File: config.mk
export PLATFORM = sky130hd
export DESIGN_NAME = ssfp_cell
export DESIGN_NICKNAME = d
export VERILOG_FILES = /design/src/rtl/ssfp_pkg.sv /design/src/rtl/ssfp_cell.sv
export SDC_FILE = /design/constraint.sdc
export NUM_CORES = 1
export LEC_CHECK = 0
export ABC_AREA = 1
export BUFFER_PORTS_ARGS = -buffer_cell sky130_fd_sc_hd__buf_2
export CAP_MARGIN = 10
export CORE_AREA = 2 2 219 221
export DETAILED_ROUTE_END_ITERATION = 7
export DIE_AREA = 0 0 221 223
export SYNTH_ARGS = -nofsm -noshare
export SYNTH_HDL_FRONTEND = slang
export SYNTH_SLANG_ARGS = --single-unit
export TNS_END_PERCENT = 1
File: constraint.sdc
create_clock -name clk -period 9.3 [get_ports clk]
set_clock_uncertainty 0.15 [all_clocks]
set_input_delay 0.93 -clock clk [delete_from_list [all_inputs] [get_ports clk]]
set_output_delay 0.93 -clock clk [all_outputs]
set_load 0.03 [all_outputs]
File: src/rtl/ssfp_pkg.sv
// Shared types and constants for the size-sorted free region pool.
// No dependencies; every other file in rtl/ refers to this package by scoped names.
`default_nettype none

package ssfp_pkg;

  localparam int POOL_DEPTH = 64;

  localparam int SIZE_W   = 40;
  localparam int ADDR_W   = 48;
  localparam int REGION_W = 16;
  localparam int JOB_W    = 8;
  localparam int STATUS_W = 2;
  localparam int COUNT_W  = 7;

  // Command codes
  localparam logic CMD_ADD   = 1'b0;
  localparam logic CMD_ALLOC = 1'b1;

  // Status codes
  localparam logic [STATUS_W-1:0] STATUS_DONE  = 2'd0;
  localparam logic [STATUS_W-1:0] STATUS_NOFIT = 2'd1;
  localparam logic [STATUS_W-1:0] STATUS_FULL  = 2'd2;

  typedef struct packed {
    logic [SIZE_W-1:0]   size;
    logic [ADDR_W-1:0]   address;
    logic [REGION_W-1:0] region;
    logic [JOB_W-1:0]    job;
  } entry_t;

  // Broadcast from the sequencer to every cell
  typedef struct packed {
    logic   cmp;    // evaluate the size compare and hold the flag
    logic   act;    // apply the shift chosen by the flags
    logic   alloc;  // current command is an allocate
    entry_t item;   // current region (size doubles as the request on allocate)
  } ctl_t;

endpackage

`default_nettype wire

File: src/rtl/ssfp_cell.sv
// One slot of the sorted chain: holds a region, its compare flag, and shifts with neighbors.
// Depends on ssfp_pkg (entry_t, ctl_t).
`default_nettype none

module ssfp_cell (
  input  wire                  clk,
  input  ssfp_pkg::ctl_t       ctl,
  input  wire                  occupied,
  input  wire                  prev_flag,
  input  ssfp_pkg::entry_t     prev_entry,
  input  ssfp_pkg::entry_t     next_entry,
  output logic                 flag,
  output ssfp_pkg::entry_t     entry,
  output ssfp_pkg::entry_t     grant
);

  logic found;

  // Add: flag marks slots holding a strictly larger region (empty slots count as larger).
  // Allocate: flag marks occupied slots that fit the request.
  always_ff @(posedge clk) begin
    if (ctl.cmp) begin
      if (occupied) begin
        flag <= ctl.alloc ? (entry.size >= ctl.item.size) : (entry.size > ctl.item.size);
      end else begin
        flag <= !ctl.alloc;
      end
    end
  end

  always_ff @(posedge clk) begin
    if (ctl.act) begin
      if (ctl.alloc) begin
        // close the gap left by the granted slot
        if (flag) begin
          entry <= next_entry;
        end
      end else begin
        // open a gap at the first larger slot and drop the new region in
        if (prev_flag) begin
          entry <= prev_entry;
        end else if (flag) begin
          entry <= ctl.item;
        end
      end
    end
  end

  // first fitting slot drives its region onto the grant OR
  assign found = flag && !prev_flag;
  assign grant = found ? entry : '0;

endmodule

`default_nettype wire

==> impl_metrics.toml, run 1 <==
[pwr]
peakVddDrop_mv = 0.1085
p_clk_share_pct = 38.5
p_int_uw = 1204
power.leakage_uw = 0.006274
pwr_density_cell_nw_per_um2 = 152.0
switching_share_pct = 32.53
p_seq_share_pct = 35.8
power.switching_uw = 580.5
pwr-share-comb_pct = 25.7

[timing]
relSlewSlack_pct = 18.92
rsz0062_at_grt = "false"
drv_slew = 0
worst_slew_pin_slew_ns = 1.216
setup_ws_ns = 5.586
fin_crit_ns = 3.714
setup-tns-final_ns = 0
setup_viol = 0
finalHoldViolations = 0
finalCritPeriodShare_pct = 39.94
fmax_mhz = 269.2

[floorplan]
rows = 80
initial_utilization_pct = 16.47
die_w_um = 221
fp.dieArea_um2 = 49280
die_y_um = 223
core-area_um2 = 47150
io_pins = 567

[clock_tree]
clk_pin_slew_ns = 0.06
cts_buffers = 17
cts_setup_buffers = 0
clk_latency_ns = 0.44
clkSinkCount = 113
htree_levels = 4
clockBufferDepth = 2
ctsHoldBuffers = 0
cts_tree = "yes"
post_cts_resized = 0
clock-root-buffer = "clkbuf_16"

[yosys]
ys_ff_latch = 113
synth.top_cells.by_area = "edfxtp_1 44%, a21oi_1 15%, nor2_1 11%"
synth_top_area_share_pct = 43.70
synth_nets = 1438
synthCells = 1056
syn_area_um2 = 7765
seq_area_frac_synth_pct = 43.70
synth.avg_cell_area_um2 = 7.353
synth_top_cell_by_area = "edfxtp_1"
synth.yosys.warnings = 0
ys_types = 25

[global_routing]
grt_max_degree = 113
antenna_found_initial = 2
track_usage_pct = 13.38
gr-total-overflow = 0
grt_pass1_wl_mm = 50.32
grt_pass1_vias = 8936

[critical_path]
path_class = "in -> out"
start_kind = "input port"
end_kind = "primary output"
arrival_ns = 2.63
critPathRequiredTime_ns = 8.22
crit_fanout = 112

[finish]
syn2layout_area_growth_pct = 51.14
final_layout_size_suffix_gt1_share_pct = 38.86
final_nets = 1969
final_cell_mix = "564 x buf_2, 238 x a21oi_1, 234 x nor2_1"
final_common_cell = "buf_2"
fill_cells = 5229
n_antenna_cell = 0

[drt]
route.detailed.wl_per_inst_um = 15.41
wirelength_mm = 34.10
drt_first_pass_iters = 5
vias = 9111
drt-initial-drc-count = 502
route.antenna.remaining_nets = 0
via_per_inst = 4.117
route.detailed.drc = 0

[place]
gp_congestion = 0.9195
io_buffers = 566
dp_slack_ns = 5.637
hpwl_mm = 26.30

[min_path]
hold_class = "in -> reg"

[run]
maxCapViolCount = 0

[run_status]
status = "completed"
cell type report:
cell class              count  area (µm²)  area share [%]
clock buffers              18       429.2           3.657
clock inverters            12       167.7           1.429
inverters                 171       646.9           5.512
multi-input cells         710        3432           29.24
flip-flops and latches    113        3393           28.91
well taps                 615       769.5           6.556
repair buffers            574        2898           24.69
synth_stat cells, drive strengths merged:
cell type	number
edfxtp	113
nand2	173
buf	46
nand3	7
o21a	2
nor2	241
a21oi	238
a21o	3
or2	1
ha	40
o21ai	2
clkbuf	16
inv	171
and2	2
nor2b	1
registers in the layout (all words and copies together), names as in the netlist:
name / count
flag: 1
entry: 112
power by group through the flow:
| stage | sequential [µW] | combinational (µW) | clock (µW) |
|---|---|---|---|
| 4_1_cts | 638 | 463 | 716 |
| 6_report | 638 | 459 | 687 |
| 2_1_floorplan | 706 | 213 | 0 |
| 3_5_place_dp | 647 | 462 | 0 |
| 3_3_place_gp | 648 | 459 | 0 |
| 5_1_grt | 641 | 503 | 735 |
metal layers:
metal | up-vias | global-route usage (%) | routed length, µm
met5 | - | 0 | 0
met4 | 0 | 5.369 | 899
met3 | 45 | 3.161 | 2615
met2 | 472 | 22.55 | 16620
met1 | 4169 | 16.41 | 13970
li1 | 4425 | - | -
final timing paths:
path | startpoint | end | slack (ns) | cells after the start
hold / removal | ctl[114] | flag | 0.54 | 1
setup reg to reg | flag | entry[77] | 6.74 | 2
setup / recovery | prev_flag | grant[71] | 5.59 | 6
hold reg to reg | entry[95] | flag | 1.10 | 9
kinds of logic (layout without fill, tap and decap cells):
family,count (synthesis),count (layout),share of synthesized area [%]
compound gates,245,245,15.97
simple gates,425,425,21.59
flops,113,113,43.70
buf+inv,233,775,12.29
fa+ha+maj,40,40,6.445
per-stage QoR:
step           instances  hold slack, ns  instance area, µm²  total power [µW]  utilization [%]
2_1_floorplan       1056          0.8925                7765             919.7                -
3_3_place_gp        2183          0.9837               11140              1107            23.63
3_5_place_dp        2183          0.9966               11140              1109            23.63
4_1_cts             2213          0.4963               11740              1817            24.89
5_1_grt             2213          0.5089               11740              1880            24.89
6_report            2213          0.5428               11740              1784            24.89
worst max-delay path, stage by stage:
cell     delay [ns]
buf_4          0.10
inv_4          0.18
nand2_4        0.10
buf_4          0.88
nor2_1         0.10
buf_2          0.23
(Power assumes the default switching activity.)
==> inputs of run 2 (changes only) <==
==> constraint.sdc (replaced) <==
create_clock -name clk -period 3.7 [get_ports clk]
set_clock_uncertainty 0.15 [all_clocks]
set_input_delay 0.37 -clock clk [delete_from_list [all_inputs] [get_ports clk]]
set_output_delay 0.37 -clock clk [all_outputs]
set_load 0.03 [all_outputs]
==> impl_metrics.toml, run 2 (synthesized netlist as in run 1, its figures left out) <==
[run_status]
status = "completed"

[place]
gp_congestion = 0.9227
hpwl_mm = 28.37
io_buffers = 566
dp_cells = 2186

[floorplan]
initial_utilization_pct = 16.47
die_y_um = 223
die_w_um = 221
fp.dieArea_um2 = 49280
rows = 80
core-area_um2 = 47150
io_pins = 567

[critical_path]
r2r-start = "flag"
path_class = "reg -> out"
arrival_ns = 1.98
critPathRequiredTime_ns = 3.18
end_kind = "primary output"
crit_slowest_cell = "buf_4"
path_cells = "nand2_4, buf_4, nor2_1, buf_2"
worstSetupStartpoint = "flag"
start_kind = "register"
crit_fanout = 61
cpPeakStageDelay_ns = 0.49

[timing]
finalCritPeriodShare_pct = 67.44
relSlewSlack_pct = 43.60
finalHoldViolations = 0
rsz0062_at_grt = "false"
fin_crit_ns = 2.495
worst_slew_pin_slew_ns = 0.8461
setup_viol = 0
fmax_mhz = 400.8
setup-tns-final_ns = 0
drv_slew = 0

[drt]
via_per_inst = 4.126
wirelength_mm = 35.23
drt_first_pass_iters = 5
route.antenna.remaining_nets = 0
vias = 9168
route.detailed.wl_per_inst_um = 15.86
drt-initial-drc-count = 495
route.detailed.drc = 0

[run]
maxCapViolCount = 0

[clock_tree]
clkSinkCount = 113
clk_latency_ns = 0.45
clock-root-buffer = "clkbuf_16"
cts_setup_buffers = 0
clk_pin_slew_ns = 0.06
cts_buffers = 17
cts_tree = "yes"
clockBufferDepth = 2
htree_levels = 4

[finish]
largest_reg_flops = 112
finish.utilization_pct = 25.11
syn2layout_area_growth_pct = 52.47
top_register = "entry"
final_layout_size_suffix_gt1_share_pct = 38.84
final_common_cell = "buf_2"
final_cell_mix = "564 x buf_2, 238 x a21oi_1, 234 x nor2_1"
final_nets = 1973
fin_cells = 2222
reg_top3 = "entry: 112 flops, flag: 1 flops"

[global_routing]
track_usage_pct = 13.82
gr-total-overflow = 0
grt_max_degree = 70
grt_pass1_wl_mm = 51.63
antenna_found_initial = 11
grt_pass1_vias = 8950

[min_path]
min_from = "next_entry[18]"
hold_class = "in -> reg"

[pwr]
peakVddDrop_mv = 0.2241
pwr_density_cell_nw_per_um2 = 390.8
power.leakage_uw = 0.006322
==> run 2: path summary, 6_finish.rpt <==
kind	slack, ns	cells after the start	to
min reg2reg	1.07	1	entry[0]
min	0.09	3	entry[18]
max reg2reg	1.45	2	entry[97]
max	1.20	4	grant[13]
==> run 2: critical path: cells and delay by family, from the launching register on <==
kind                   cells  cell delay [ns]
buffers and inverters      2             0.72
flip-flops                 1             0.48
AND/OR/NAND/NOR            2             0.30
==> run 2: metrics by stage <==
stage / power [µW] / instance area [µm²] / worst slack (ns) / hold slack, ns
after floorplan: 2307 / 7766 / 0.9095 / 0.3325
after global placement: 2782 / 11170 / 1.277 / 0.4298
after detailed placement: 2793 / 11170 / 1.256 / 0.4324
after CTS: 4690 / 11830 / 1.136 / 0.04993
after global routing: 4856 / 11840 / 1.072 / 0.06774
final: 4627 / 11840 / 1.205 / 0.09161
==> run 2: cell type report <==
type | instances | area [µm²]
inverter | 171 | 646.9
timing repair buffer | 578 | 2943
clock inverter | 14 | 217.7
multi-input combinational | 710 | 3432
fill | 5208 | 35310
antenna | 3 | 7.507
sequential | 113 | 3393
tap | 615 | 769.5
clock buffer | 18 | 429.2
==> run 2: what timing repair did <==
item | CTS | global route
hold endpoints to repair | 1 | 0
resized for setup | 0 | 0
hold buffers | 1 | 0
==> run 2: report_power, final <==
part | internal (µW) | switching, µW | leakage [µW]
Clock | 1250 | 621 | 0.000314
Sequential | 1530 | 71.5 | 0.00106
Combinational | 387 | 767 | 0.00495
==> run 2: routing by layer <==
layer | track usage [%] | vias to the layer above | wire [µm]
li1 | - | 4440 | -
met5 | 0 | - | 48
met3 | 4.465 | 65 | 2898
met2 | 23.56 | 482 | 17320
met4 | 6.040 | 8 | 1200
met1 | 15.83 | 4173 | 13770
